### config.mk
export PLATFORM = sky130hd
export DESIGN_NAME = mm4_operand_store
export DESIGN_NICKNAME = d
export VERILOG_FILES = /design/src/design/mm4_pkg.sv /design/src/design/mm4_operand_store.sv
export SDC_FILE = /design/constraint.sdc
export NUM_CORES = 2
export LEC_CHECK = 0
export BUFFER_PORTS_ARGS = -buffer_cell sky130_fd_sc_hd__buf_4
export CORE_MARGIN = 2
export CORE_UTILIZATION = 60
export DETAILED_ROUTE_END_ITERATION = 10
export PLACE_DENSITY = 0.85
export SYNTH_ARGS = -nofsm -noshare
export SYNTH_HDL_FRONTEND = slang
export SYNTH_SLANG_ARGS = --single-unit
### constraint.sdc
create_clock -name clock -period 6.5 [get_ports clock]
set_input_delay 1.3 -clock clock [delete_from_list [all_inputs] [get_ports clock]]
set_output_delay 1.3 -clock clock [all_outputs]
set_load 0.1 [all_outputs]
### src/design/mm4_pkg.sv
// Shared constants for the 4x4 fixed-point matrix multiply unit.
`default_nettype none

package mm4_pkg;

   // Default element format: signed Q16.16.
   localparam int ELEM_WIDTH_DEF = 32;
   localparam int FRAC_BITS_DEF  = 16;

   // Matrix geometry.
   localparam int DIM    = 4;
   localparam int DIM_W  = $clog2(DIM);
   localparam int CELLS  = DIM * DIM;
   localparam int CELL_W = $clog2(CELLS);

   // One multiply-accumulate step per (cell, k) pair.
   localparam int STEPS  = CELLS * DIM;
   localparam int STEP_W = $clog2(STEPS);

   // Two operand banks, so one matrix can load while another is computed.
   localparam int BANKS  = 2;
   localparam int BANK_W = $clog2(BANKS);
   localparam int ADDR_W = BANK_W + CELL_W;

   // The job queue holds one token per loaded bank.
   localparam int QUEUE_DEPTH = BANKS;
   localparam int QPTR_W      = $clog2(QUEUE_DEPTH);
   localparam int QCNT_W      = $clog2(QUEUE_DEPTH + 1);

endpackage : mm4_pkg

`default_nettype wire

### src/design/mm4_operand_store.sv
// Two-bank operand memories for the left and right matrices.
`default_nettype none

module mm4_operand_store
   import mm4_pkg::*;
#(
   parameter int ELEM_WIDTH = ELEM_WIDTH_DEF
) (
   input  wire                           clock,
   input  wire                           wr_en,
   input  wire        [ADDR_W-1:0]       wr_addr,
   input  wire        [ELEM_WIDTH-1:0]   wr_left,
   input  wire        [ELEM_WIDTH-1:0]   wr_right,
   input  wire                           rd_en,
   input  wire        [ADDR_W-1:0]       rd_left_addr,
   input  wire        [ADDR_W-1:0]       rd_right_addr,
   output logic signed [ELEM_WIDTH-1:0]  rd_left,
   output logic signed [ELEM_WIDTH-1:0]  rd_right
);

   localparam int DEPTH = BANKS * CELLS;

   logic [ELEM_WIDTH-1:0] left_mem  [DEPTH];
   logic [ELEM_WIDTH-1:0] right_mem [DEPTH];

   // Both memories are written together from the loader.
   always_ff @(posedge clock) begin
      if (wr_en) begin
         left_mem[wr_addr]  <= wr_left;
         right_mem[wr_addr] <= wr_right;
      end
   end

   // Registered reads for the engine; data holds while the engine stalls.
   always_ff @(posedge clock) begin
      if (rd_en) begin
         rd_left  <= left_mem[rd_left_addr];
         rd_right <= right_mem[rd_right_addr];
      end
   end

endmodule : mm4_operand_store

`default_nettype wire

==> summary.md <==
| Metric | Value |
|---|---|
| WHS Endpoint | `rd_right[23]$_DFFE_PP_` |
| Crit path DAT | `3.80 ns` |
| Hold path cells | `4` |
| Minimum clock period | `3.36 ns` |
| Fin Setup TNS | `0 ns` |
| H-tree depth | `4` |
| Clk root buf | `clkbuf_16` |
| Clock slew at reported path FFs | `0.06 ns` |
| Max Fanout on Critical Path | `24` |
| Clock sinks | `2,112` |
| Final Max Slew Viols | `0` |
| Post-Syn Area | `0.0815 sq mm` |
| Antenna violations before repair | `5` |
| Fin. Hold Viols | `0` |
| Register Area | `0.0634 sq mm` |
| Power per cell area | `306 mW/mm^2` |
| Top-count cell post-synth | `edfxtp_1` |
| DR WL/cell | `30.2 microns` |
| Multi-input gate area | `0.0168 sq mm` |
| Largest net degree at the start of global routing | `129` |
| Worst IR drop on VDD | `0.225 mV` |
| DRC errors left | `0` |
| Row count | `135` |
| Leakage | `0.0315 uW` |
| Chip width | `372 microns` |
| Maxcap violations | `0` |
| Outcome | `finished, final reports clean` |
| Fin nets | `4,752` |
| Worst-margin pin slew | `1.21 ns` |
| DRT iter0 DRCs | `6,549` |
| Endpoints failing setup | `0` |
| Remaining Overflow, GRT | `0` |
| GRT Total Usage | `28.7%` |
| IO Count | `146` |
| Clk_skew | `0.0486 ns` |
| Final setup margin | `3.14 ns` |
| Ys flop type | `edfxtp_1` |
| Via count | `44,200` |
| Die H | `372 microns` |
| CTS buffer count | `192` |
| Final Core Density | `67.1%` |
| R2R Path Start | `left_mem[2][0]$_DFFE_PP_` |
| Sequential fraction of the synthesis area | `77.8%` |
| Worst Setup Start Kind | `primary input` |
| Setup slack at placement | `2.38 ns` |
| Drt first pass iters | `6` |
| Synth top cells by count | `edfxtp_1, mux2i_1, nand2_1, nand3_1` |
| RSZ-0062 raised after global routing | `false` |
| Avg Cell Area, Syn | `18.2 sq um` |
| GPL Wtd Cong | `0.793` |
| Achievable Freq | `0.297 GHz` |
| Post-synthesis net count | `4,557` |
| Post-cts resize count | `0` |
| Pwr Total | `27,800 uW` |
| Post-CTS Hold Buffers | `0` |
| # Post-CTS Setup Buffers | `0` |
| Hold/Removal Path Class | `reg -> reg` |
| FF+latch count, synth | `2,112` |
| Ys Warns | `0` |
| Crit Path Category | `in -> reg` |
| Global-route wire length before repair | `290,000 microns` |
| Initial core utilization | `60.3%` |
| Worst setup EP type | `flip-flop` |
| Final wirelength | `200,000 microns` |
| CTS tree | `yes` |
| Area Growth Syn to Fin | `11.4%` |
| HPWL after DPL | `100,000 microns` |
| CP required | `6.94 ns` |
| Slew HR | `19.6%` |
| DRT antenna net count | `0` |
| Yosys top cell by area | `edfxtp_1` |
| Core Box Area | `0.135 sq mm` |
| Async set-reset flop share out of synthesis | `0%` |
| Drt via density | `6.67` |
| Area share of the largest cell type after synthesis | `77.8%` |
| Clock buffer depth | `3` |
| Worst-Skew Late Latency | `0.83 ns` |
| Fillers | `8,131` |
| Cell variety after synth | `23` |
| PortBufs | `145` |
| EDFF count, synth | `2,112` |
| Die area | `0.139 sq mm` |
| Syn Inst Count | `4,475` |
| Via count of the first global-routing pass | `44,500` |
| Worst reg2reg path endpoint | `rd_left[0]$_DFFE_PP_` |
| R2r setup slk | `4.75 ns` |
| Reg2Reg Depth | `5` |
| Top cells by area, synth | `edfxtp_1, mux2i_1, a22oi_1` |
| Period utilization | `51.7%` |
| HP Start | `right_mem[24][23]$_DFFE_PP_` |
| Share of cells above drive strength 1 | `11.8%` |
-- power by group --
group,total (uW),internal [uW],switching (uW)
clock,10800,5910,4930
sequential,15300,15200,77.4
combinational,1680,475,1200
total,27800,21600,6210
-- cell type report --
class                   count  area share (%)
multi-input cells        2110            18.5
flip-flops and latches   2112            69.9
diodes                      5          0.0138
well taps                1781            2.46
repair buffers            254            2.52
clock buffers             231            5.50
clock inverters           123            1.11
-- sequential cells by signal (all words and copies together) (netlist names) --
register	cells
rd_right	32
rd_left	32
right_mem	1024
left_mem	1024
-- cells in the final DEF (no fill, tap or decap), drive strengths merged, types with 36 or more instances in the layout --
master and count:
nor2 36, a22oi 192, clkinv 100, clkbuf 231, a31oi 64, a22o 128, mux2i 1024, nor3 64
a21oi 192, nand3 194, edfxtp 2112, buf 254, nand2 196
-- worst max-delay path: stages --
cell	delay, ns
buf_4	0.14
nand3b_1	0.66
nor2_4	1.07
buf_4	0.56
-- layer usage --
metal	GRT usage, %	share of wire [%]
met1	38.3	36
met2	46.9	49
met3	5.48	11
met4	11.7	4.0
met5	0	0.042
-- how the worst max path moves through the flow --
stage / start / endpoint / slack [ns] / cells after the start
final: wr_addr[0] / left_mem[10][30]$_DFFE_PP_ / 3.14 / 4
after CTS: wr_en / left_mem[11][27]$_DFFE_PP_ / 3.20 / 4
after floorplan: wr_addr[1] / left_mem[12][0]$_DFFE_PP_ / 1.38 / 3
after global routing: wr_addr[0] / left_mem[10][0]$_DFFE_PP_ / 3.13 / 4
after detailed placement: wr_addr[0] / left_mem[10][28]$_DFFE_PP_ / 2.38 / 4
after global placement: wr_addr[0] / left_mem[2][1]$_DFFE_PP_ / 2.45 / 4
-- through the flow --
stage	hold WS [ns]	instance area, sq um	std cells
4_1_cts	0.686	90700	6611
3_3_place_gp	0.653	84700	6257
6_report	0.677	90700	6616
3_5_place_dp	0.669	84700	6257
5_1_grt	0.705	90700	6614
2_1_floorplan	0.629	81500	4475
-- logic make-up after synthesis --
group                  count (synthesis)  share of synthesized area, %
AOI/OAI and AO/OA                    576                          4.82
DFF                                 2112                          77.8
buffers and inverters                253                          1.93
and+or+nand+nor                      510                          2.82
muxes                               1024                          12.6
Power figures use the tool's default switching activity.
