[config.mk]
export PLATFORM = sky130hd
export DESIGN_NAME = mm4_engine
export DESIGN_NICKNAME = d
export VERILOG_FILES = /design/src/design/mm4_pkg.sv /design/src/design/mm4_engine.sv
export SDC_FILE = /design/constraint.sdc
export NUM_CORES = 2
export LEC_CHECK = 0
export BUFFER_PORTS_ARGS = -buffer_cell sky130_fd_sc_hd__buf_2
export CAP_MARGIN = 20
export CORE_MARGIN = 10
export CORE_UTILIZATION = 63
export CTS_CLUSTER_DIAMETER = 80
export DETAILED_ROUTE_END_ITERATION = 16
export GPL_ROUTABILITY_DRIVEN = 0
export HOLD_SLACK_MARGIN = 0.08
export PLACE_DENSITY = 0.9
export SLEW_MARGIN = 20
export SYNTH_ARGS = -nofsm -noshare
export SYNTH_HDL_FRONTEND = slang
export SYNTH_SLANG_ARGS = --single-unit
export TNS_END_PERCENT = 30
[constraint.sdc]
create_clock -name clock -period 9.67 [get_ports clock]
set_clock_uncertainty 0.2 [all_clocks]
set_input_delay 0.4835 -clock clock [delete_from_list [all_inputs] [get_ports clock]]
set_output_delay 0.4835 -clock clock [all_outputs]
set_load 0.1 [all_outputs]
[src/design/mm4_pkg.sv]
// Shared constants for the 4x4 fixed-point matrix multiply unit.
`default_nettype none

package mm4_pkg;

   // Default element format: signed Q16.16.
   localparam int ELEM_WIDTH_DEF = 32;
   localparam int FRAC_BITS_DEF  = 16;

   // Matrix geometry.
   localparam int DIM    = 4;
   localparam int DIM_W  = $clog2(DIM);
   localparam int CELLS  = DIM * DIM;
   localparam int CELL_W = $clog2(CELLS);

   // One multiply-accumulate step per (cell, k) pair.
   localparam int STEPS  = CELLS * DIM;
   localparam int STEP_W = $clog2(STEPS);

   // Two operand banks, so one matrix can load while another is computed.
   localparam int BANKS  = 2;
   localparam int BANK_W = $clog2(BANKS);
   localparam int ADDR_W = BANK_W + CELL_W;

   // The job queue holds one token per loaded bank.
   localparam int QUEUE_DEPTH = BANKS;
   localparam int QPTR_W      = $clog2(QUEUE_DEPTH);
   localparam int QCNT_W      = $clog2(QUEUE_DEPTH + 1);

endpackage : mm4_pkg

`default_nettype wire

[src/design/mm4_engine.sv]
// Back end: shared multiply-accumulate pipeline, rounding, saturation and output.
`default_nettype none

module mm4_engine
   import mm4_pkg::*;
#(
   parameter int ELEM_WIDTH = ELEM_WIDTH_DEF,
   parameter int FRAC_BITS  = FRAC_BITS_DEF
) (
   input  wire                          clock,
   input  wire                          reset,
   input  wire                          job_ready,
   input  wire         [BANK_W-1:0]     job_bank,
   output logic                         job_pop,
   output logic                         bank_release,
   output logic                         rd_en,
   output logic        [ADDR_W-1:0]     rd_left_addr,
   output logic        [ADDR_W-1:0]     rd_right_addr,
   input  wire  signed [ELEM_WIDTH-1:0] rd_left,
   input  wire  signed [ELEM_WIDTH-1:0] rd_right,
   output logic                         out_valid,
   input  wire                          out_ready,
   output logic signed [ELEM_WIDTH-1:0] out_product,
   output logic                         out_saturated,
   output logic                         out_last
);

   localparam int PROD_W = 2 * ELEM_WIDTH;
   localparam int ACC_W  = PROD_W + 2;
   localparam logic signed [ELEM_WIDTH-1:0] MAX_VAL = {1'b0, {(ELEM_WIDTH-1){1'b1}}};
   localparam logic signed [ELEM_WIDTH-1:0] MIN_VAL = {1'b1, {(ELEM_WIDTH-1){1'b0}}};

   logic                busy_ff, busy_in;
   logic [BANK_W-1:0]   bank_ff, bank_in;
   logic [STEP_W-1:0]   step_ff, step_in;
   logic                advance;
   logic                issue;
   logic                last_step;
   logic [CELL_W-1:0]   cell_idx;
   logic [DIM_W-1:0]    k_idx;

   // Read stage tags.
   logic v1_ff, first1_ff, last1_ff, end1_ff;
   // Multiply stage.
   logic v2_ff, first2_ff, last2_ff, end2_ff;
   logic signed [PROD_W-1:0] prod_ff;
   // Accumulate stage.
   logic done3_ff, end3_ff;
   logic signed [ACC_W-1:0] acc_ff, acc_in;
   // Output register.
   logic                         rsp_valid_ff;
   logic signed [ELEM_WIDTH-1:0] rsp_product_ff, rsp_product_in;
   logic                         rsp_sat_ff, rsp_sat_in;
   logic                         rsp_last_ff;

   logic signed [ACC_W-1:0]      shifted;
   logic [ACC_W-ELEM_WIDTH:0]    upper;

   // The whole pipeline moves when the output register is empty or being taken.
   assign advance   = !rsp_valid_ff || out_ready;
   assign issue     = busy_ff && advance;
   assign last_step = (step_ff == STEP_W'(STEPS - 1));
   assign cell_idx  = step_ff[STEP_W-1:DIM_W];
   assign k_idx     = step_ff[DIM_W-1:0];

   // Right operand walks row r of its matrix, left operand walks column c.
   assign rd_en         = issue;
   assign rd_right_addr = {bank_ff, cell_idx[CELL_W-1:DIM_W], k_idx};
   assign rd_left_addr  = {bank_ff, k_idx, cell_idx[DIM_W-1:0]};

   assign job_pop      = !busy_ff && job_ready;
   assign bank_release = issue && last_step;

   // Step sequencer over one bank.
   always_comb begin
      busy_in = busy_ff;
      bank_in = bank_ff;
      step_in = step_ff;
      if (job_pop) begin
         busy_in = 1'b1;
         bank_in = job_bank;
         step_in = '0;
      end else if (issue) begin
         step_in = step_ff + 1'b1;
         if (last_step) begin
            busy_in = 1'b0;
         end
      end
   end

   always_ff @(posedge clock) begin
      if (reset) begin
         busy_ff <= 1'b0;
      end else begin
         busy_ff <= busy_in;
      end
      bank_ff <= bank_in;
      step_ff <= step_in;
   end

   // Accumulation: the first term of a cell replaces the running sum.
   always_comb begin
      acc_in = acc_ff;
      if (v2_ff) begin
         if (first2_ff) begin
            acc_in = ACC_W'(prod_ff);
         end else begin
            acc_in = acc_ff + ACC_W'(prod_ff);
         end
      end
   end

   // Drop the fraction (floor) and clamp to the element range.
   assign shifted = acc_ff >>> FRAC_BITS;
   assign upper   = shifted[ACC_W-1:ELEM_WIDTH-1];

   always_comb begin
      if ((&upper) || !(|upper)) begin
         rsp_product_in = shifted[ELEM_WIDTH-1:0];
         rsp_sat_in     = 1'b0;
      end else begin
         rsp_product_in = shifted[ACC_W-1] ? MIN_VAL : MAX_VAL;
         rsp_sat_in     = 1'b1;
      end
   end

   // Pipeline registers, all held while the output is stalled.
   always_ff @(posedge clock) begin
      if (reset) begin
         v1_ff        <= 1'b0;
         v2_ff        <= 1'b0;
         done3_ff     <= 1'b0;
         rsp_valid_ff <= 1'b0;
      end else if (advance) begin
         v1_ff        <= issue;
         v2_ff        <= v1_ff;
         done3_ff     <= v2_ff && last2_ff;
         rsp_valid_ff <= done3_ff;
      end
      if (advance) begin
         first1_ff      <= (k_idx == '0);
         last1_ff       <= (k_idx == DIM_W'(DIM - 1));
         end1_ff        <= last_step;
         first2_ff      <= first1_ff;
         last2_ff       <= last1_ff;
         end2_ff        <= end1_ff;
         prod_ff        <= PROD_W'(rd_right) * PROD_W'(rd_left);
         acc_ff         <= acc_in;
         end3_ff        <= end2_ff;
         rsp_product_ff <= rsp_product_in;
         rsp_sat_ff     <= rsp_sat_in;
         rsp_last_ff    <= end3_ff;
      end
   end

   assign out_valid     = rsp_valid_ff;
   assign out_product   = rsp_product_ff;
   assign out_saturated = rsp_sat_ff;
   assign out_last      = rsp_last_ff;

endmodule : mm4_engine

`default_nettype wire

==> impl_results.md <==
* Total Nets Final at 6148
* Initial antenna violation count at 6
* Synthesized Nets at 6255
* Post_cts resized at 0
* Max-cap violation count at 0
* Starting density of the core at 63.75%
* Synth cell types at 76
* Max-slew violation count at 0
* Mapped cell area at 46590 µm²
* Synth warn at 0
* Fmax at 112.8 MHz
* # rows at 99
* Synthesized area per cell at 9.602 µm²
* WS Path Type: in -> reg
* Area contributors post-synth: fa_1 (47%), edfxtp_1 (11%), inv_1 (8.0%)
* Ys flop type: edfxtp_1
* Crit path largest cell delay at 950 ps
* I/O pins at 117
* DR vias/cell at 6.121
* Cell taking the most area after synthesis: fa_1
* Die X at 291.9 µm
* Clock slew at reported path FFs at 70 ps
* Worst Tran Pin Value at 928.5 ps
* Relative slew slack at 38.10%
* Final Critical Period at 8869 ps
* Non-filler instance count after layout at 5719
* # setup viols final at 0
* Synthesized instance count at 4852
* Hold Vio Cnt, Final at 0
* CTS H-tree depth at 4
* Maximum clock path buffer count at 2
* DRT Wirelength at 126.1 mm
* Vias in the first global route at 38670
* Post-layout util at 65.85%
* Skew-Pair Late Insertion Delay at 440 ps
* Max stage delay cell, worst path: fa_1
* Period utilization at 91.71%
* Post-route DRC violation count at 0
* Input/output buffers at 116
* Post-synthesis sequential area ratio at 11.56%
* Cells along the critical path: buf_2, nand2_1, fa_1, fa_1, fa_1, fa_1, inv_1, fa_1, fa_1, fa_1, inv_1, fa_1, inv_1, ha_1, nand2_1, nor2_1, nand2_1, nor4_1, o211ai_1, a31oi_1, o311a_1, o21ai_1, a311oi_1
* Mean routed wirelength per cell at 22.04 µm
* CP dominant cell by count: fa_1
* Root Driver: clkbuf_16
* Placed Instances at 5683
* WP data arrival at 8900 ps
* Remaining antenna violation count at 0
* Crit path max fanout at 32
* Largest net degree at the start of global routing at 93
* DRT Pass-1 Iters at 9
* Worst Setup End Kind: flop
* Synth async-reset ratio at 0%
* Layout cells sized above 1 at 3.909%
* Top cell type's share of synthesized area at 46.54%
* Aggregate global-route resource usage at 29.97%
* Detailed placement HPWL at 100.0 mm
* Starting DRC count in detailed routing at 3911
* Hold Crit Class: in -> reg
* Status: finished, final reports clean
* CP startpoint kind: primary input
* Setup TNS at 0 ps
* Area delta synth->final at 3.298%
* Grt ovf at 0
* Core region area at 73080 µm²
* First-pass GRT wire length at 203.0 mm
* Die H at 291.9 µm
* Die footprint at 85230 µm²
* RSZ-0062 raised after global routing: no
* Detailed-route via count at 35000
* Post-synth EDFFs at 172
* CTS tree: built
* Seq cells post-synth at 183
* Num Clock Sinks at 183
* Total CTS buffers at 17
* Final hold slack at 125.6 ps
* Critical Path RT at 9700 ps
==> final timing paths <==
kind | start | end | slack (ps) | cells past startpoint
setup / recovery | rd_left[8] | prod_ff[58]$_DFFE_PN_ | 800 | 23
hold / removal | job_ready | busy_ff$_SDFFE_PP0P_ | 130 | 3
setup reg to reg | acc_ff[48]$_DFFE_PP_ | acc_ff[61]$_DFFE_PP_ | 5540 | 11
hold reg to reg | end3_ff$_DFFE_PN_ | out_last$_DFFE_PN_ | 220 | 0
==> worst max-delay path: cells and delay by family <==
family	cells	cell delay, ps
AOI/OAI and AO/OA	5	1450
adders and majority gates	9	5090
buffers and inverters	4	710
and+or+nand+nor	5	1120
==> routing by layer <==
| metal | track usage, % | share of wire, % | vias up |
|---|---|---|---|
| li1 | - | - | 14500 |
| met4 | 12.42 | 4.6 | 6 |
| met1 | 37.43 | 36 | 17250 |
| met5 | 0 | 0.027 | - |
| met2 | 47.06 | 45 | 2678 |
| met3 | 10.84 | 15 | 576 |
==> cells in the final DEF (no fill, tap or decap), drive strengths merged, types with 8 or more instances in the layout <==
cell and instances:
xor2 47, o21a 18, fa 1083, and3 10, xnor2 84, ha 251, nor2 99, o21ai 134
a211oi 12, nand3 31, o211ai 12, nor3 23, buf 133, o21bai 15, dfxtp 11, nor4 11
nand4 32, clkbuf 22, nand2 620, a31oi 21, edfxtp 172, inv 994, a21o 109, o22ai 8
and4 10, and2 524, a21oi 136, nand2b 18, nor2b 13
==> final cells by class <==
class | count | area (µm²)
timing repair buffer | 135 | 728.2
antenna | 2 | 5.005
tap | 959 | 1200
fill | 5156 | 24960
clock inverter | 10 | 81.33
clock buffer | 22 | 496.7
inverter | 989 | 3715
multi-input combinational | 3419 | 36510
sequential | 183 | 5385
==> synth_stat cells, types with 30 or more instances <==
cell type,count
a21o_1,109
a21oi_1,134
and2_1,524
clkbuf_1,254
edfxtp_1,172
fa_1,1083
ha_1,251
inv_1,987
nand2_1,620
nand3_1,31
nand4_1,32
nor2_1,99
o21ai_0,104
o21ai_1,30
xnor2_1,84
xor2_1,47
==> flip-flops by register name, summed over array words and instances (netlist names), 6 cells and up <==
register and cells:
acc_ff 66, step_ff 6, prod_ff 64, out_product 32
==> per-stage QoR <==
step	cell area, µm²	worst slack (ps)
2_1_floorplan	46590	1576
3_3_place_gp	47510	853.7
3_5_place_dp	47510	520.1
4_1_cts	48110	1037
5_1_grt	48120	426.2
6_report	48120	801.3
==> cell families after synthesis <==
logic type	Yosys count	share of synthesized area [%]
AOI/OAI and AO/OA	530	7.284
adders and majority gates	1334	53.28
xor gates and xnor gates	131	2.463
muxes	9	0.2095
DFF	183	11.56
buffers and inverters	1250	10.11
and+or+nand+nor	1415	15.10
==> timing repair <==
action,in CTS,in global routing
endpoints found under the hold margin,6,0
buffers inserted,0,0
hold buffers,2,0
Power is not shown: default switching activity piles up to over one toggle a cycle in this logic, so the estimate is an artifact.
