==> src/design/mm4_pkg.sv <==
// Shared constants for the 4x4 fixed-point matrix multiply unit.
`default_nettype none

package mm4_pkg;

   // Default element format: signed Q16.16.
   localparam int ELEM_WIDTH_DEF = 32;
   localparam int FRAC_BITS_DEF  = 16;

   // Matrix geometry.
   localparam int DIM    = 4;
   localparam int DIM_W  = $clog2(DIM);
   localparam int CELLS  = DIM * DIM;
   localparam int CELL_W = $clog2(CELLS);

   // One multiply-accumulate step per (cell, k) pair.
   localparam int STEPS  = CELLS * DIM;
   localparam int STEP_W = $clog2(STEPS);

   // Two operand banks, so one matrix can load while another is computed.
   localparam int BANKS  = 2;
   localparam int BANK_W = $clog2(BANKS);
   localparam int ADDR_W = BANK_W + CELL_W;

   // The job queue holds one token per loaded bank.
   localparam int QUEUE_DEPTH = BANKS;
   localparam int QPTR_W      = $clog2(QUEUE_DEPTH);
   localparam int QCNT_W      = $clog2(QUEUE_DEPTH + 1);

endpackage : mm4_pkg

`default_nettype wire

==> src/design/mm4_job_queue.sv <==
// Small queue of loaded-bank tokens between the loader and the engine.
`default_nettype none

module mm4_job_queue
   import mm4_pkg::*;
(
   input  wire                clock,
   input  wire                reset,
   input  wire                push,
   input  wire  [BANK_W-1:0]  push_bank,
   input  wire                pop,
   output logic               not_empty,
   output logic [BANK_W-1:0]  head_bank
);

   logic [BANK_W-1:0] entry_ff [QUEUE_DEPTH];
   logic [QPTR_W-1:0] wr_ptr_ff, rd_ptr_ff;
   logic [QCNT_W-1:0] count_ff, count_in;

   assign not_empty = (count_ff != '0);
   assign head_bank = entry_ff[rd_ptr_ff];

   // Token storage; the credit scheme in the loader keeps pushes within depth.
   always_ff @(posedge clock) begin
      if (push) begin
         entry_ff[wr_ptr_ff] <= push_bank;
      end
   end

   always_comb begin
      count_in = count_ff;
      if (push && !pop) begin
         count_in = count_ff + 1'b1;
      end else if (!push && pop) begin
         count_in = count_ff - 1'b1;
      end
   end

   always_ff @(posedge clock) begin
      if (reset) begin
         wr_ptr_ff <= '0;
         rd_ptr_ff <= '0;
         count_ff  <= '0;
      end else begin
         if (push) begin
            wr_ptr_ff <= wr_ptr_ff + 1'b1;
         end
         if (pop) begin
            rd_ptr_ff <= rd_ptr_ff + 1'b1;
         end
         count_ff <= count_in;
      end
   end

endmodule : mm4_job_queue

`default_nettype wire

==> config.mk <==
export PLATFORM = sky130hd
export DESIGN_NAME = mm4_job_queue
export DESIGN_NICKNAME = d
export VERILOG_FILES = /design/src/design/mm4_pkg.sv /design/src/design/mm4_job_queue.sv
export SDC_FILE = /design/constraint.sdc
export NUM_CORES = 1
export LEC_CHECK = 0
export BUFFER_PORTS_ARGS = -buffer_cell sky130_fd_sc_hd__buf_2
export CORE_AREA = 2 2 39 41
export DETAILED_ROUTE_END_ITERATION = 16
export DIE_AREA = 0 0 41 43
export PLACE_DENSITY = 0.46
export SETUP_SLACK_MARGIN = 0.1
export SLEW_MARGIN = 20
export SYNTH_ARGS = -nofsm -noshare
export SYNTH_HDL_FRONTEND = slang
export SYNTH_SLANG_ARGS = --single-unit
export TNS_END_PERCENT = 30
==> constraint.sdc <==
create_clock -name clock -period 1.45 [get_ports clock]
set_input_delay 0.145 -clock clock [delete_from_list [all_inputs] [get_ports clock]]
set_output_delay 0.145 -clock clock [all_outputs]
set_load 0.05 [all_outputs]
==> results of run 1 <==
final timing paths:
path               start           to  slack, ns  cells past startpoint
min            push_bank  entry_ff[0]       0.09                      1
max                 flop    head_bank       0.21                      2
max reg2reg  count_ff[0]  count_ff[1]       0.44                      3
min reg2reg  count_ff[1]  count_ff[1]       0.49                      2
metrics by stage:
step           hold WS (ns)  instance area [um2]
5_1_grt             0.08749                349.1
6_report            0.09317                349.1
2_1_floorplan        0.2141                272.8
3_5_place_dp         0.3477                322.8
4_1_cts             0.08483                349.1
3_3_place_gp         0.3370                322.8
routing by layer:
layer | vias to the layer above | GRT usage
met5 | - | 0
met4 | 0 | 0.02000
met3 | 0 | 0.06283
met2 | 7 | 0.08438
met1 | 83 | 0.06494
li1 | 98 | -
cells in the mapped netlist:
master / n / area, um2
a21oi_1: 1 / 5.000
nor2b_1: 1 / 6.260
or2_2: 1 / 6.260
and2_1: 1 / 6.260
inv_1: 1 / 3.750
nor2_1: 4 / 15.01
xor2_1: 2 / 17.52
edfxtp_1: 2 / 60.06
xnor2_1: 2 / 17.52
or3_1: 1 / 6.260
o21ai_0: 1 / 5.000
dfxtp_1: 5 / 100.1
mux2_2: 1 / 11.26
ha_1: 1 / 12.51
cells by family after synthesis:
group	Yosys count
and+or+nand+nor	8
DFF	7
xor gates and xnor gates	4
AOI/OAI and AO/OA	2
buffers and inverters	1
muxes	1
adders and majority gates	1
area by class of cell:
cell class	count	area (um2)	share of cell area
repair buffers	6	30.03	0.08602
flip-flops and latches	7	160.2	0.4588
well taps	16	20.02	0.05735
clock buffers	4	26.28	0.07527
inverters	1	3.754	0.01075
multi-input cells	16	108.9	0.3118
report_power, final:
group          switching (mW)  internal, mW  leakage (nW)
Sequential             0.0126         0.223        0.0604
Clock                  0.0664         0.105        0.0150
Combinational          0.0624        0.0384        0.0777
Total                   0.141         0.366         0.153
==> flow_summary.yaml, run 1 <==
yosys:
  syn_nets: 30
  syn_avg_cell_area_um2: 11.37
  netlist_area_um2: 272.8
  syn_inst: 24
  yosysWarnings: 0
  ys_types: 14
  synth_xor_area_frac: 0.1284
  ys_seq_area_frac: 0.5872
  ys_ff_latch: 7
  synth_compound_area_frac: 0.03670
  synth_adder_area_share: 0.04587
  synth-simple-area-share: 0.1468
  synthMuxAreaShare: 0.04128
  synth_top_family_by_area: "simple AND/OR/NAND/NOR gates"
detailed_routing:
  drt_iter0_drc: 0
  wl_per_cell_um: 8.980
  vias_per_cell: 3.760
  drt_wl_total_um: 449
  vias: 188
  wl_met1_um: 223
  top_layer: "met3"
  final_antenna_net_count: 0
  first_pass_iters: 1
  wl_met2_um: 182
  met3_length_um: 42
  drc_errors: 0
pwr:
  p_leak_nw: 0.1531
  irDropWorstVdd_mv: 0.4820
  power_density_nw_per_um2: 1454
  totalPowerFinal_uw: 507.5
worst_hold_path:
  hp-class: "primary input to flop"
worst_setup_path:
  critPathTopFamily: "flip-flops"
  cp_max_fo: 1
  crit_path_end_kind: "output pin"
  cp.required_ns: 1.31
  worst_setup_path_start_kind: "flop"
  worst_ep_arrival_time_ns: 1.09
  criticalPathCategory: "flop to output pin"
  crit_chain: "mux2_2 -> buf_2"
  cpPeakStageDelay_ns: 0.32
  path_buf_inv: 1
  slowest_stage: "dfxtp_1"
placement:
  port_buffers: 6
  place_hpwl_um: 338.4
  place_inst: 46
  place_congestion: 0.6270
  post-place-ws_ns: 0.2826
final_layout:
  syn_to_final_growth_pct: 27.98
  fin_util: 0.2523
  final_cell_count_no_fill: 50
  nets: 41
  antenna_cells: 0
  nFillCells: 147
  drive_above_1_share: 0.3235
  layout_commonest_cell: "buf_2"
  final_cell_mix: "buf_2, dfxtp_1, nor2_1, clkbuf_4"
global_routing:
  grt_use_total: 0.06244
  grt_pass1_vias: 184
  grt_pass1_wl_um: 696
  grt-ovfl-total: 0
  grt_max_degree: 6
  antenna_found_initial: 0
timing:
  max_freq_ghz: 0.8070
  period_needed_ns: 1.239
  hold_viol_final: 0
  fin_skew_ns: 0.001817
  slew_violations: 0
  fin_crit_sh: 0.8546
  tns_ns: 0
  fin_ws_ns: 0.2108
  rsz0062_at_grt: "false"
  tightestPinTransition_ns: 0.2476
  setup_violations: 0
  relSlewSlack: 0.8360
clock_tree:
  clk_path_buf_depth: 2
  cts_tree: "built"
  cts_hold_buffers: 0
  worstSkewPairLatency_ns: 0.24
  ctsResizeCount: 0
  cts.sink_count: 7
  clk_pin_slew_ns: 0.05
  cts-root-buf: "clkbuf_4"
  cts_setup_buffers: 0
  htreeDepth: 1
  numCtsBuffers: 3
die:
  ioPinCount: 7
  die_width_um: 41
  die_y_um: 43
  fp.dieArea_um2: 1763
  rows: 14
  initial_core_util: 0.1971
  coreArea_um2: 1384
run_status:
  status: "finished clean"
flow_run:
  cap_violations: 0
Power figures use the tool's default switching activity.
==> run 2, diff against run 1 <==
- CELL_PAD_IN_SITES_DETAIL_PLACEMENT: default -> 0
- CELL_PAD_IN_SITES_GLOBAL_PLACEMENT: default -> 1
- PLACE_DENSITY: 0.46 -> 0.53
==> flow_summary.yaml, run 2 (synthesized netlist as in run 1, its figures left out) <==
run_status:
  status: "finished clean"
final_layout:
  antenna_cells: 0
  syn_to_final_growth_pct: 27.98
  layout_commonest_cell: "buf_2"
  multi_input_area_um2: 108.9
  seq_area_um2: 160.2
  final_cell_mix: "buf_2, dfxtp_1, nor2_1, clkbuf_4"
  drive_above_1_share: 0.3235
  nets: 41
  nFillCells: 154
global_routing:
  grt-ovfl-total: 0
  grt_use_total: 0.07956
  grt_pass1_vias: 198
  grt_max_degree: 6
  antenna_found_initial: 0
  grt_pass1_wl_um: 814
timing:
  period_needed_ns: 1.232
  slew_violations: 0
  fin_skew_ns: 0.0003336
  relSlewSlack: 0.8354
  max_freq_ghz: 0.8117
  tightestPinTransition_ns: 0.2487
  tns_ns: 0
  hold_viol_final: 0
  setup_violations: 0
  rsz0062_at_grt: "false"
  fin_crit_sh: 0.8496
clock_tree:
  cts_setup_buffers: 0
  cts_hold_buffers: 0
  cts_tree: "built"
  clk_path_buf_depth: 2
  worstSkewPairLatency_ns: 0.25
  htreeDepth: 1
  numCtsBuffers: 3
  clk_pin_slew_ns: 0.05
  ctsResizeCount: 0
  cts-root-buf: "clkbuf_4"
  cts.sink_count: 7
pwr:
  swShare: 0.2828
  power.internal_uw: 366.1
  pwr-share-seq: 0.461
  p_leak_nw: 0.1531
  irDropWorstVdd_mv: 0.4992
  p_switching_uw: 144.4
  totalPowerFinal_uw: 510.5
  power_density_nw_per_um2: 1462
  combinationalPowerShare: 0.197
  clkPwrFrac: 0.342
worst_setup_path:
  crit_path_end_kind: "output pin"
  timing.rr.start: "count_ff[0]"
  worst_setup_path_start_kind: "flop"
  cpPeakStageDelay_ns: 0.32
  slowest_stage: "mux2_2"
  criticalPathCategory: "flop to output pin"
  cp.required_ns: 1.31
  regToRegSetupSlack_ns: 0.45
  r2r_cells: 3
  cp_max_fo: 1
  worst_ep_arrival_time_ns: 1.09
  crit_chain: "mux2_2 -> buf_2"
  r2r-end: "count_ff[1]"
  endpoint: "head_bank"
placement:
  port_buffers: 6
  place_congestion: 0.6357
detailed_routing:
  drt_wl_total_um: 455
  wl_per_cell_um: 9.100
  vias_per_cell: 3.820
  final_antenna_net_count: 0
  drt_iter0_drc: 0
  drc_errors: 0
  vias: 191
  first_pass_iters: 1
die:
  rows: 14
  initial_core_util: 0.1971
  die_width_um: 41
  die_y_um: 43
  fp.dieArea_um2: 1763
  coreArea_um2: 1384
  ioPinCount: 7
flow_run:
  cap_violations: 0
worst_hold_path:
  hp-class: "primary input to flop"
[run 2: cell counts in the layout (fill, tap and decap cells not counted)]
Identical to the previous run, type by type.
[run 2: per-stage QoR]
stage | utilization | setup slack [ns] | hold slack [ns] | cells | instance area, um2
after detailed placement | 0.2333 | 0.2914 | 0.3483 | 46 | 322.8
after floorplan | - | 0.4613 | 0.2141 | 24 | 272.8
after global placement | 0.2333 | 0.3169 | 0.3384 | 46 | 322.8
after CTS | 0.2523 | 0.1993 | 0.08542 | 50 | 349.1
final | 0.2523 | 0.2181 | 0.09043 | 50 | 349.1
after global routing | 0.2523 | 0.1789 | 0.08217 | 50 | 349.1
[run 2: routing by layer]
metal	wire length (um)	vias up	track usage	share of wire
li1	-	99	-	-
met2	200	7	0.1031	0.44
met1	202	83	0.07143	0.44
met4	12	0	0.06000	0.026
met5	0	-	0	0
met3	40	2	0.07853	0.088
[run 2: how the worst min path moves through the flow]
stage,end,cells past startpoint,slack [ns],startpoint
finish,entry_ff[0],1,0.09,push_bank
global route,entry_ff[0],1,0.08,push_bank
CTS,entry_ff[0],1,0.09,push_bank
detailed placement,entry_ff[1],1,0.35,push_bank
global placement,entry_ff[0],1,0.34,push_bank
floorplan,count_ff[1],1,0.21,reset
[run 2: final cells by class]
| cell class | count | share of cell area |
|---|---|---|
| flip-flops and latches | 7 | 0.4588 |
| well taps | 16 | 0.05735 |
| clock buffers | 4 | 0.07527 |
| multi-input cells | 16 | 0.3118 |
| inverters | 1 | 0.01075 |
| repair buffers | 6 | 0.08602 |
[run 2: critical path: cells and delay by family, from the launching register on]
kind / cells / cell delay, ns
multiplexers: 1 / 0.32
flip-flops: 1 / 0.31
buffers and inverters: 1 / 0.21
[run 2: power groups by stage]
stage,clock (mW),combinational [mW],sequential (mW)
floorplan,0,0.0791,0.236
finish,0.175,0.101,0.235
global route,0.195,0.113,0.237
detailed placement,0,0.102,0.239
global placement,0,0.0988,0.237
CTS,0.184,0.103,0.236
==> run 3, diff against run 2 <==
- PLACE_DENSITY: 0.53 -> 0.55
- clock period: 1.45 -> 1.1 ns (I/O delays scaled with it)
==> flow_summary.yaml, run 3 (synthesized netlist as in run 1, its figures left out) <==
run_status:
  status: "finished, violations left"
  violations: "setup timing"
worst_setup_path:
  worst_setup_path_start_kind: "flop"
  timing.rr.start: "count_ff[0]"
  worst_ep_arrival_time_ns: 1.05
  crit_path_end_kind: "output pin"
  startpoint: "entry_ff[0]"
  criticalPathCategory: "flop to output pin"
  cp.required_ns: 0.99
  cp_max_fo: 1
clock_tree:
  cts-root-buf: "clkbuf_4"
  cts_setup_buffers: 0
  clk_pin_slew_ns: 0.05
  cts.sink_count: 7
  worstSkewPairLatency_ns: 0.25
  cts_tree: "built"
  clk_path_buf_depth: 2
  numCtsBuffers: 3
  htreeDepth: 1
worst_hold_path:
  hp-class: "primary input to flop"
  hold_start: "push_bank"
detailed_routing:
  drt_iter0_drc: 0
  vias_per_cell: 4.020
  drc_errors: 0
  drt_wl_total_um: 478
  final_antenna_net_count: 0
  first_pass_iters: 1
  wl_per_cell_um: 9.373
  vias: 205
global_routing:
  grt_pass1_vias: 217
  grt-ovfl-total: 0
  antenna_found_initial: 0
  grt_max_degree: 6
  grt_use_total: 0.07956
  grt_pass1_wl_um: 807
pwr:
  power_density_nw_per_um2: 1853
  clkPwrFrac: 0.326
  swShare: 0.2833
  power.internal_uw: 511.7
  irDropWorstVdd_mv: 0.5869
  pwr-share-seq: 0.442
  p_leak_nw: 0.1677
  p_switching_uw: 202.3
  combinationalPowerShare: 0.233
final_layout:
  drive_above_1_share: 0.4000
  syn_to_final_growth_pct: 41.28
  nets: 42
  final_cell_mix: "nor2_1, dfxtp_1, buf_2, clkbuf_4"
  nFillCells: 149
  antenna_cells: 0
  final_area_um2: 385.4
timing:
  hold_viol_final: 0
  rsz0062_at_grt: "true"
  fin_ws_ns: -0.06045
  period_needed_ns: 1.160
  tns_ns: -0.09952
  max_freq_ghz: 0.8617
  slew_violations: 0
  tightestPinTransition_ns: 0.1702
  relSlewSlack: 0.8853
  fin_crit_sh: 1.055
  setup_violations: 2
  fin_skew_ns: 0.004716
placement:
  place_congestion: 0.6991
  port_buffers: 6
  placed_area_um2: 330.3
  place_hpwl_um: 358.7
die:
  coreArea_um2: 1384
  die_y_um: 43
  fp.dieArea_um2: 1763
  initial_core_util: 0.1971
  rows: 14
  die_width_um: 41
  ioPinCount: 7
flow_run:
  cap_violations: 0
-- run 3: cell count changes in the layout (fill, tap and decap cells not counted), sizes merged --
cell / previous run / this run
buf: 6 / 7
-- run 3: layer usage --
metal / up-vias / routed length [um] / GRT usage
li1: 99 / - / -
met2: 8 / 199 / 0.1000
met1: 94 / 208 / 0.07143
met3: 4 / 45 / 0.05236
met5: - / 0 / 0
met4: 0 / 25 / 0.1000
-- run 3: final timing paths --
path / cells after the start / endpoint / slack, ns
setup / recovery: 2 / head_bank / -0.06
hold / removal: 1 / entry_ff[1] / 0.05
setup reg to reg: 3 / count_ff[1] / 0.06
hold reg to reg: 2 / rd_ptr_ff / 0.51
-- run 3: critical path, cell delays in order (launching register included) --
cell and delay (ns):
edfxtp_1 0.37, mux2_4 0.29, buf_8 0.15
-- run 3: power by group through the flow --
stage / Clock (mW) / Sequential (mW) / Combinational, mW
6_report: 0.232 / 0.315 / 0.166
5_1_grt: 0.261 / 0.318 / 0.179
4_1_cts: 0.242 / 0.313 / 0.164
3_5_place_dp: 0 / 0.316 / 0.137
3_3_place_gp: 0 / 0.313 / 0.134
2_1_floorplan: 0 / 0.311 / 0.104
-- run 3: repair_timing --
| action | CTS | global route |
|---|---|---|
| setup endpoints to repair | 3 | 3 |
| pin swaps | 0 | 2 |
| endpoints found under the hold margin | 0 | 0 |
| hold buffers | 0 | 0 |
| gates resized for setup | 7 | 1 |
-- run 3: layout make-up --
class	instances	area, um2	share of cell area
sequential	7	161.4	0.4188
multi-input combinational	16	120.1	0.3117
timing repair buffer	7	53.80	0.1396
clock buffer	4	26.28	0.06818
tap	16	20.02	0.05195
inverter	1	3.754	0.009740
-- run 3: through the flow --
step | std cells | utilization | worst slack, ns | power [mW] | hold WS [ns]
floorplan | 24 | - | 0.1463 | 0.4153 | 0.1791
global placement | 47 | 0.2387 | 0.02317 | 0.4473 | 0.3014
detailed placement | 47 | 0.2387 | 0.007381 | 0.4531 | 0.3078
CTS | 51 | 0.2731 | -0.07567 | 0.7191 | 0.04911
global route | 51 | 0.2785 | -0.1092 | 0.7583 | 0.04662
finish | 51 | 0.2785 | -0.06045 | 0.7140 | 0.05335
