**config.mk**
```make
export PLATFORM = sky130hd
export DESIGN_NAME = mm4_loader
export DESIGN_NICKNAME = d
export VERILOG_FILES = /design/src/design/mm4_pkg.sv /design/src/design/mm4_loader.sv
export SDC_FILE = /design/constraint.sdc
export NUM_CORES = 1
export LEC_CHECK = 0
export ABC_CLOCK_PERIOD_IN_PS = 2100
export BUFFER_PORTS_ARGS = -buffer_cell sky130_fd_sc_hd__buf_2
export CAP_MARGIN = 30
export CORE_UTILIZATION = 27
export DETAILED_ROUTE_END_ITERATION = 7
export MAX_ROUTING_LAYER = met4
export PLACE_DENSITY = 0.88
export SLEW_MARGIN = 15
export SYNTH_ARGS = -nofsm -noshare
export SYNTH_HDL_FRONTEND = slang
export SYNTH_SLANG_ARGS = --single-unit
export TNS_END_PERCENT = 20
```
**constraint.sdc**
```tcl
create_clock -name clock -period 2.1 [get_ports clock]
set_input_delay 0.105 -clock clock [delete_from_list [all_inputs] [get_ports clock]]
set_output_delay 0.105 -clock clock [all_outputs]
set_load 0.01 [all_outputs]
```
**src/design/mm4_pkg.sv**
```systemverilog
// Shared constants for the 4x4 fixed-point matrix multiply unit.
`default_nettype none

package mm4_pkg;

   // Default element format: signed Q16.16.
   localparam int ELEM_WIDTH_DEF = 32;
   localparam int FRAC_BITS_DEF  = 16;

   // Matrix geometry.
   localparam int DIM    = 4;
   localparam int DIM_W  = $clog2(DIM);
   localparam int CELLS  = DIM * DIM;
   localparam int CELL_W = $clog2(CELLS);

   // One multiply-accumulate step per (cell, k) pair.
   localparam int STEPS  = CELLS * DIM;
   localparam int STEP_W = $clog2(STEPS);

   // Two operand banks, so one matrix can load while another is computed.
   localparam int BANKS  = 2;
   localparam int BANK_W = $clog2(BANKS);
   localparam int ADDR_W = BANK_W + CELL_W;

   // The job queue holds one token per loaded bank.
   localparam int QUEUE_DEPTH = BANKS;
   localparam int QPTR_W      = $clog2(QUEUE_DEPTH);
   localparam int QCNT_W      = $clog2(QUEUE_DEPTH + 1);

endpackage : mm4_pkg

`default_nettype wire

```
**src/design/mm4_loader.sv**
```systemverilog
// Front end: accepts operand transactions and fills one bank per matrix.
`default_nettype none

module mm4_loader
   import mm4_pkg::*;
#(
   parameter int ELEM_WIDTH = ELEM_WIDTH_DEF
) (
   input  wire                      clock,
   input  wire                      reset,
   input  wire                      in_valid,
   output logic                     in_ready,
   input  wire  [ELEM_WIDTH-1:0]    in_left,
   input  wire  [ELEM_WIDTH-1:0]    in_right,
   input  wire                      bank_release,
   output logic                     wr_en,
   output logic [ADDR_W-1:0]        wr_addr,
   output logic [ELEM_WIDTH-1:0]    wr_left,
   output logic [ELEM_WIDTH-1:0]    wr_right,
   output logic                     job_push,
   output logic [BANK_W-1:0]        job_bank
);

   localparam int FREE_W = $clog2(BANKS + 1);

   logic [CELL_W-1:0] count_ff, count_in;
   logic [BANK_W-1:0] bank_ff, bank_in;
   logic [FREE_W-1:0] free_ff, free_in;
   logic              accept;
   logic              matrix_done;

   // A transaction is taken only while a bank is free to load into.
   assign in_ready    = (free_ff != '0);
   assign accept      = in_valid && in_ready;
   assign matrix_done = accept && (count_ff == CELL_W'(CELLS - 1));

   assign wr_en    = accept;
   assign wr_addr  = {bank_ff, count_ff};
   assign wr_left  = in_left;
   assign wr_right = in_right;
   assign job_push = matrix_done;
   assign job_bank = bank_ff;

   // Load position, bank selection and free-bank credits.
   always_comb begin
      count_in = count_ff;
      bank_in  = bank_ff;
      free_in  = free_ff;
      if (accept) begin
         count_in = count_ff + 1'b1;
      end
      if (matrix_done) begin
         bank_in = bank_ff + 1'b1;
      end
      if (matrix_done && !bank_release) begin
         free_in = free_ff - 1'b1;
      end else if (!matrix_done && bank_release) begin
         free_in = free_ff + 1'b1;
      end
   end

   always_ff @(posedge clock) begin
      if (reset) begin
         count_ff <= '0;
         bank_ff  <= '0;
         free_ff  <= FREE_W'(BANKS);
      end else begin
         count_ff <= count_in;
         bank_ff  <= bank_in;
         free_ff  <= free_in;
      end
   end

endmodule : mm4_loader

`default_nettype wire

```
==> impl_results.md, run 1 <==
- Static leakage: 0.000203 uW
- Total number of H-tree levels: 1
- # rows: 19
- Clock Skew: roughly 0.0063 ns
- Max FO, Critical Path: 4
- Routed WL per cell: 14.7 um
- Routed Wire Length: 1210 um
- Status: finished with violations
- Area grow syn2layout: -44.9%
- DRT iter0 DRCs: 22
- Synth area leaders: buf_4 (60%), dfxtp_1 (17%), xor2_1 (3.3%)
- Startpoint Class: flop
- Crit path top cell by count: ha_1
- Worst Path Arrival: about 1.9 ns
- Vias per cell: 4.67
- Setup slack after layout: 0.369 ns
- Grt met2 use: 0.0850
- Number of gates resized after CTS: 0
- Vias in the first global route: 355
- Drt first pass iters: 5
- Share of layout cells above drive strength 1: 0.314
- Max Cap Violations: 0
- Slowest cell on the critical path: dfxtp_1
- Power Density: roughly 700 nW/um^2
- Die area: 3220 um^2
- Placer Congestion: 0.734
- Count leader, synth: buf_4
- Post-CTS setup buffer count: 0
- Relative slew slack: 0.785
- Worst Hold Class: in2reg
- Antenna-violating nets left: 0
- Total Nets Final: 122
- I/O Pins: between 100 and 150
- Grt total ovfl: 0
- Total CTS buffers: 3
- Slew @ Worst Pin: 0.322 ns
- Net Count, Synth: 170
- Reg clk slew, reported paths: approximately 0.050 ns
- Sequential-to-total area share from yosys stat: 0.173
- Total Routing Usage GR: 0.0748
- F_max: 0.578 GHz
- Via count: 383
- Slew Viols, Final: 0
- Gr busiest metal: met4
- Delay-heaviest family, CP: simple AND/OR/NAND/NOR gates
- First-pass GRT wire length: between 1500 and 2000 um
- Antenna violations before repair: 0
- Tot Pwr: 312 uW
- Most instantiated cells after synthesis: buf_4 (65), dfxtp_1 (7), nor2_1 (5), xor2_1 (3)
- Final hold vios: 0
- Fin crit period: ~1.7 ns
- Root Buffer: clkbuf_4
- Ys flop type: dfxtp_1
- Register bit total from synthesis: 7
- Initial Utilization: 0.288
- Core box area: 2810 um^2
- Post-route clock period utilization: 0.824
- DRC viols: 20
- Maximum vdd drop: around 0.29 mV
- Die width: roughly 57 um
- Die Ht: 56.7 um
- Setup CP Type: reg2reg
- Async SR Flop Fraction: 0
- Area leader, netlist: buf_4
- Average cell area after synthesis: 8.08 um^2
- GR Util met3: 0.0576
- Syn Inst Count: 100
- Setup TNS: 0 ns
- Setup-failing EPs final: 0
- Unique masters post-synth: 18
- Worst stage delay on the critical path: 0.40 ns
- CTS max path bufs: 2
- CTS tree: built
- ANT cells: 0
- Final core utilization: 0.159
- RSZ-0062 raised after global routing: false
- Number of flops mapped to enable cells by yosys: 0
- CP cell instances: ha_1, nand3_1, nor2_1, ha_1, o21ai_1, or3b_1
- Synth Cell Area: 808 um^2
- Critical path endpoint category: flop
- Cts-stage hold buffer count: 0
- Synth top area share: 0.604
- CP bufs+invs: 0
- Clock sinks: 7
- Dpl ws: 0.365 ns
- Failing checks: DRC
- Clk Latency, worst-skew pair: 0.25 ns
- Final hold slack: 0.109 ns
- Port bufs: 12
- Synth warn: 0
- Met1 GRT Util: 0.0627
- Crit path required time: 2.22 ns
- Largest net degree at the start of global routing: 9
- DP HPWL: 917 um
## logic make-up (layout without fill, tap and decap cells)
group | count (synthesis) | in the layout | share of synthesized area
mux | 1 | 1 | 0.0124
flops | 7 | 7 | 0.173
simple gates | 12 | 12 | 0.0759
xor+xnor | 4 | 4 | 0.0434
compound gates | 7 | 7 | 0.0511
fa+ha+maj | 2 | 2 | 0.0310
buf+inv | 67 | 18 | 0.613
## power by group
part	switching, uW	leakage, uW	internal, uW
logic	21.1	0.000131	19.5
registers	10.9	0.0000572	142
clock network	46.4	0.0000150	72.3
total	78.4	0.000203	233
## layout make-up
class | instances | area [um^2]
clock buffers | 4 | 26.3
inverters | 2 | 7.51
flip-flops and latches | 7 | 140
repair buffers | 12 | 60.1
well taps | 31 | 38.8
multi-input cells | 26 | 173
fillers | 328 | 2360
## placed cells by master (no fill, tap or decap), types with 2 or more instances in the layout
cell type	count
ha_1	2
or3_1	2
buf_2	12
inv_1	2
clkbuf_4	3
o21ai_0	2
nor2_1	5
a21oi_1	2
dfxtp_1	7
nand3_1	2
xor2_1	3
## path summary, 6_finish.rpt
path	from	end	slack, ns	depth (start not counted)
setup / recovery	count_ff[0]	free_ff[1]	0.37	6
hold / removal	reset	count_ff[3]	0.11	2
setup reg to reg	count_ff[0]	free_ff[1]	0.37	6
hold reg to reg	count_ff[3]	count_ff[3]	0.50	2
## through the flow
| stage | cell area (um^2) | cells |
|---|---|---|
| after floorplan | 808 | 100 |
| after global placement | 419 | 78 |
| after detailed placement | 419 | 78 |
| after CTS | 445 | 82 |
| after global routing | 445 | 82 |
| final | 445 | 82 |
## sequential cells by signal (all words and copies together) (netlist names)
name      count
free_ff       2
count_ff      4
job_bank      1
## layer usage
layer / part of all wire / routed length (um)
met2: 0.42 / 505
met4: 0.11 / 129
met3: 0.22 / 263
met1: 0.26 / 311
met5: 0 / 0
(Power assumes the default switching activity.)
==> inputs of run 2 (changes only) <==
--- a/config.mk
+++ b/config.mk
@@ -5,7 +5,7 @@
 export SDC_FILE = /design/constraint.sdc
 export NUM_CORES = 1
 export LEC_CHECK = 0
-export ABC_CLOCK_PERIOD_IN_PS = 2100
+export ABC_CLOCK_PERIOD_IN_PS = 1600
 export BUFFER_PORTS_ARGS = -buffer_cell sky130_fd_sc_hd__buf_2
 export CAP_MARGIN = 30
 export CORE_UTILIZATION = 27
==> constraint.sdc (replaced) <==
create_clock -name clock -period 1.6 [get_ports clock]
set_input_delay 0.08 -clock clock [delete_from_list [all_inputs] [get_ports clock]]
set_output_delay 0.08 -clock clock [all_outputs]
set_load 0.01 [all_outputs]
==> impl_results.md, run 2 (synthesis results as in run 1) <==
- I/O Pins: 141 (unchanged)
- Total CTS buffers: 3 (unchanged)
- Final hold vios: 0 (unchanged)
- Via count: 385 (was 383)
- Share of layout cells above drive strength 1: 0.482 (was 0.314)
- Max reg flops: 4 (unchanged)
- Die area: 3220 um^2 (unchanged)
- Gate power share: 0.176 (was 0.130)
- Initial Utilization: 0.288 (unchanged)
- Post-route clock period utilization: 0.965 (was 0.824)
- Vias per cell: 4.43 (was 4.67)
- CTS tree: built (unchanged)
- Crit path required time: 1.74 ns (was 2.22 ns)
- Cts-stage hold buffer count: 0 (unchanged)
- Setup slack after layout: 0.0567 ns (was 0.369 ns)
- Largest net degree at the start of global routing: 8 (was 9)
- Relative slew slack: 0.853 (was 0.785)
- Commonest non-fill, non-tap cell in the layout: buf_2 (unchanged)
- Startpoint Class: flop (unchanged)
- Setup-failing EPs final: 0 (unchanged)
- Vias in the first global route: 408 (was 355)
- Total number of H-tree levels: 1 (unchanged)
- DRC viols: 20 (unchanged)
- Clock Skew: 0.00296 ns (was 0.00631 ns)
- Setup CP Type: reg2reg (unchanged)
- Crit path top cell by count: ha_4 (was ha_1)
- Switching share of power: 0.273 (was 0.251)
- Slew Viols, Final: 0 (unchanged)
- DP Area: 474 um^2 (was 419 um^2)
- CP cell instances: ha_4, nand3_2, nor2_4, ha_4, xnor2_1, nor3_1, or3b_1 (was ha_1, nand3_1, nor2_1, ha_1, o21ai_1, or3b_1)
- Worst Path Arrival: 1.68 ns (was 1.85 ns)
- Reg clk slew, reported paths: 0.05 ns (about the same)
- Antenna violations before repair: 0 (unchanged)
- Fin crit period: 1.54 ns (was 1.73 ns)
- Maximum vdd drop: 0.347 mV (was 0.293 mV)
- Antenna-violating nets left: 0 (unchanged)
- Final hold slack: 0.0781 ns (was 0.109 ns)
- Total Routing Usage GR: 0.0777 (was 0.0748)
- Critical path endpoint category: flop (unchanged)
- Dpl ws: 0.0266 ns (was 0.365 ns)
- Grt total ovfl: 0 (unchanged)
- CP bufs+invs: 0 (unchanged)
- Clock power frac: 0.372 (was 0.381)
- Routed WL per cell: 14.7 um (about the same)
- ANT cells: 0 (unchanged)
- Sequential Power Share: 0.451 (was 0.489)
- Delay-heaviest family, CP: simple AND/OR/NAND/NOR gates (unchanged)
- Routed Wire Length: 1280 um (was 1210 um)
- DRT iter0 DRCs: 24 (was 22)
- Finished layout cell area: 528 um^2 (was 445 um^2)
- F_max: 0.648 GHz (was 0.578 GHz)
- Largest Register: count_ff (unchanged)
- First-pass GRT wire length: 1800 um (was 1720 um)
- Core box area: 2810 um^2 (unchanged)
- DP HPWL: 939 um (was 917 um)
- Area grow syn2layout: -34.7% (was -44.9%)
- Total Nets Final: 127 (was 122)
- Clk Latency, worst-skew pair: 0.25 ns (about the same)
- Die width: 56.7 um (unchanged)
- Status: finished with violations (unchanged)
- Worst stage delay on the critical path: 0.35 ns (was 0.40 ns)
- Port bufs: 12 (unchanged)
- Clock sinks: 7 (unchanged)
- Failing checks: DRC (unchanged)
- Net Sw Power: 120 uW (was 78.4 uW)
- Power Density: 836 nW/um^2 (was 700 nW/um^2)
- Slew @ Worst Pin: 0.219 ns (was 0.322 ns)
- # rows: 19 (unchanged)
- Drt first pass iters: 5 (unchanged)
- Placer Congestion: 0.753 (was 0.734)
- Max FO, Critical Path: 4 (unchanged)
- Internal: 321 uW (was 233 uW)
- Root Buffer: clkbuf_4 (unchanged)
- Slowest cell on the critical path: dfxtp_4 (was dfxtp_1)
- Static leakage: 0.000228 uW (was 0.000203 uW)
- Worst Hold Class: in2reg (unchanged)
- CTS max path bufs: 2 (unchanged)
- Max Cap Violations: 0 (unchanged)
- Most frequent cells in the layout: buf_2 (12), dfxtp_1 (5), buf_4 (5) (was buf_2 (12), dfxtp_1 (7), nor2_1 (5))
- Die Ht: 56.7 um (unchanged)
-- run 2: changes by cell type in the layout (fill, tap and decap cells not counted) --
cell | before | now
buf_4 | 0 | 5
dfxtp_1 | 7 | 5
dfxtp_4 | 0 | 2
ha_1 | 2 | 0
ha_4 | 0 | 2
nand3_1 | 2 | 1
nand3_2 | 0 | 1
nor2_1 | 5 | 4
nor2_4 | 0 | 1
-- run 2: what timing repair did --
action / CTS / global route
setup buffers: 0 / 2
endpoints found under the setup margin: 0 / 1
resized for setup: 0 / 2
-- run 2: final timing paths --
check	startpoint	end	slack [ns]	depth (start not counted)
min	reset	job_bank	0.08	2
max	count_ff[1]	free_ff[1]	0.06	7
max reg2reg	count_ff[1]	free_ff[1]	0.06	7
min reg2reg	job_bank	job_bank	0.52	2
-- run 2: cell type report --
type                            instances  area, um^2
Clock buffer                            4        26.3
Fill cell                             314        2280
Inverter                                2        7.51
Multi-Input combinational cell         26         210
Sequential cell                         7         148
Tap cell                               31        38.8
Timing Repair Buffer                   17        97.6
-- run 2: routing by layer --
metal | part of all wire | up-vias | GRT usage
li1 | - | 163 | -
met2 | 0.47 | 38 | 0.105
met5 | 0 | - | -
met1 | 0.27 | 162 | 0.0570
met3 | 0.17 | 22 | 0.0438
met4 | 0.086 | 0 | 0.125
-- run 2: power by group through the flow --
stage	clock network, uW	logic [uW]	registers [uW]
after CTS	175	71.7	198
after detailed placement	0	71.0	201
after global placement	0	69.6	201
after global routing	189	86.2	201
after floorplan	0	199	206
final	164	77.9	199
-- run 2: per-stage QoR --
step,setup TNS (ns),util,std cells,total power (uW)
after floorplan,0,-,100,405
after global placement,0,0.169,81,270
after detailed placement,0,0.169,81,272
after CTS,0,0.178,85,444
after global routing,-0.00409,0.188,87,476
final,0,0.188,87,442
==> inputs of run 3 (changes only) <==
--- a/config.mk
+++ b/config.mk
@@ -8,6 +8,7 @@
 export ABC_CLOCK_PERIOD_IN_PS = 1600
 export BUFFER_PORTS_ARGS = -buffer_cell sky130_fd_sc_hd__buf_2
 export CAP_MARGIN = 30
+export CORE_ASPECT_RATIO = 0.5
 export CORE_UTILIZATION = 27
 export DETAILED_ROUTE_END_ITERATION = 7
 export MAX_ROUTING_LAYER = met4
==> impl_results.md, run 3 (synthesis results as in run 1) <==
- Filler cell count: 281 (was 314)
- Largest net degree at the start of global routing: 8 (unchanged)
- Port bufs: 12 (unchanged)
- Vias in the first global route: 362 (was 408)
- Root Buffer: clkbuf_8 (was clkbuf_4)
- Worst reg2reg path depth: 6 (was 7)
- F_max: 0.645 GHz (was 0.648 GHz)
- Die width: 79.4 um (was 56.7 um)
- Placer Congestion: 0.688 (was 0.753)
- Max reg flops: 4 (unchanged)
- Clock sinks: 7 (unchanged)
- Worst Hold Class: in2reg (unchanged)
- Routed Wire Length: 1280 um (about the same)
- Most frequent cells in the layout: buf_2 (12), dfxtp_1 (5), nor2_1 (4), buf_4 (4) (was buf_2 (12), dfxtp_1 (5), buf_4 (5))
- Via count: 401 (was 385)
- Crit path required time: 1.71 ns (was 1.74 ns)
- CTS tree: built (unchanged)
- Status: complete, no violations (was finished with violations)
- Initial Utilization: 0.298 (was 0.288)
- DRC viols: 0 (was 20)
- Cts-stage hold buffer count: 0 (unchanged)
- Commonest non-fill, non-tap cell in the layout: buf_2 (unchanged)
- Setup CP Type: reg2reg (unchanged)
- Relative slew slack: 0.853 (about the same)
- Max FO, Critical Path: 4 (unchanged)
- Total Routing Usage GR: 0.0730 (was 0.0777)
- Maximum vdd drop: 0.198 mV (was 0.347 mV)
- Hold depth: 2 (unchanged)
- Vias per cell: 4.36 (was 4.43)
- DRT iter0 DRCs: 3 (was 24)
- Antenna violations before repair: 0 (unchanged)
- Max Cap Violations: 0 (unchanged)
- Static leakage: 0.000234 uW (was 0.000228 uW)
- First-pass GRT wire length: 1660 um (was 1800 um)
- Area grow syn2layout: -30.0% (was -34.7%)
- DP HPWL: 935 um (was 939 um)
- Reg clk slew, reported paths: 0.04 ns (was 0.05 ns)
- Core box area: 2720 um^2 (was 2810 um^2)
- Total Nets Final: 126 (was 127)
- Reg area: 148 um^2 (unchanged)
- RSZ-0062 raised after global routing: true
- Tot Pwr: 537 uW (was 442 uW)
- Clock Skew: 0.00186 ns (was 0.00296 ns)
- Fin crit period: 1.55 ns (was 1.54 ns)
- Post-route clock period utilization: 0.969 (was 0.965)
- Multi-input gate area: 229 um^2 (was 210 um^2)
- Die Ht: 40.7 um (was 56.7 um)
- Routed WL per cell: 13.9 um (was 14.7 um)
- Antenna-violating nets left: 0 (unchanged)
- Largest Register: count_ff (unchanged)
- Worst Path Arrival: 1.66 ns (was 1.68 ns)
- Final hold vios: 0 (unchanged)
- ANT cells: 0 (unchanged)
- # rows: 13 (was 19)
- Die area: 3230 um^2 (was 3220 um^2)
- Final hold slack: 0.115 ns (was 0.0781 ns)
- Power Density: 949 nW/um^2 (was 836 nW/um^2)
- Total CTS buffers: 3 (unchanged)
- Grt total ovfl: 0 (unchanged)
- CTS max path bufs: 2 (unchanged)
- Slew @ Worst Pin: 0.220 ns (was 0.219 ns)
- Drt first pass iters: 2 (was 5)
- Startpoint Class: flop (unchanged)
- I/O Pins: 141 (unchanged)
- Slew Viols, Final: 0 (unchanged)
- Critical path endpoint category: flop (unchanged)
- Clk Latency, worst-skew pair: 0.23 ns (was 0.25 ns)
- Share of layout cells above drive strength 1: 0.509 (was 0.482)
- Setup-failing EPs final: 0 (unchanged)
- Total number of H-tree levels: 1 (unchanged)
[run 3: layout make-up]
cell class                 instances  area share
clock buffer                       4      0.0796
inverter                           2      0.0133
multi-input combinational         26       0.405
sequential                         7       0.261
tap                               37      0.0819
timing repair buffer              16       0.159
[run 3: through the flow]
stage | util | setup WS, ns | TNS, ns | cells | instance area (um^2)
4_1_cts | 0.194 | 0.00709 | 0 | 91 | 527
6_report | 0.208 | 0.0496 | 0 | 92 | 566
5_1_grt | 0.208 | -0.00871 | -0.00871 | 92 | 566
3_5_place_dp | 0.177 | -0.00329 | -0.00329 | 87 | 482
2_1_floorplan | - | 0.00326 | 0 | 100 | 841
3_3_place_gp | 0.177 | 0.0584 | 0 | 87 | 482
[run 3: final timing paths]
path / startpoint / slack, ns / end
max reg2reg: count_ff[0] / 0.05 / free_ff[1]
min: reset / 0.11 / count_ff[0]
max: count_ff[0] / 0.05 / free_ff[1]
min reg2reg: job_bank / 0.51 / job_bank
[run 3: layer usage]
metal / share of wire / global-route usage / vias up
met3: 0.15 / 0.0444 / 8
met5: 0 / - / -
met1: 0.30 / 0.0519 / 195
li1: - / - / 161
met4: 0.027 / 0.0773 / 0
met2: 0.52 / 0.134 / 37
[run 3: power breakdown]
part / total [uW] / switching (uW) / internal, uW
clock network: 252 / 79.1 / 173
logic: 83.3 / 41.6 / 41.7
registers: 202 / 13.9 / 188
[run 3: what timing repair did]
| action | in CTS | in global routing |
|---|---|---|
| pin swaps | 1 | 1 |
| setup endpoints to repair | 1 | 1 |
| hold endpoints to repair | 0 | 0 |
| resized for setup | 0 | 5 |
| buffers inserted | 0 | 1 |
[run 3: critical path, cell delays in order (launching register included)]
cell and delay, ns:
dfxtp_4 0.36, ha_4 0.15, nand3_4 0.09, nor2_4 0.14, ha_4 0.22, o21ai_2 0.13, or3b_1 0.35
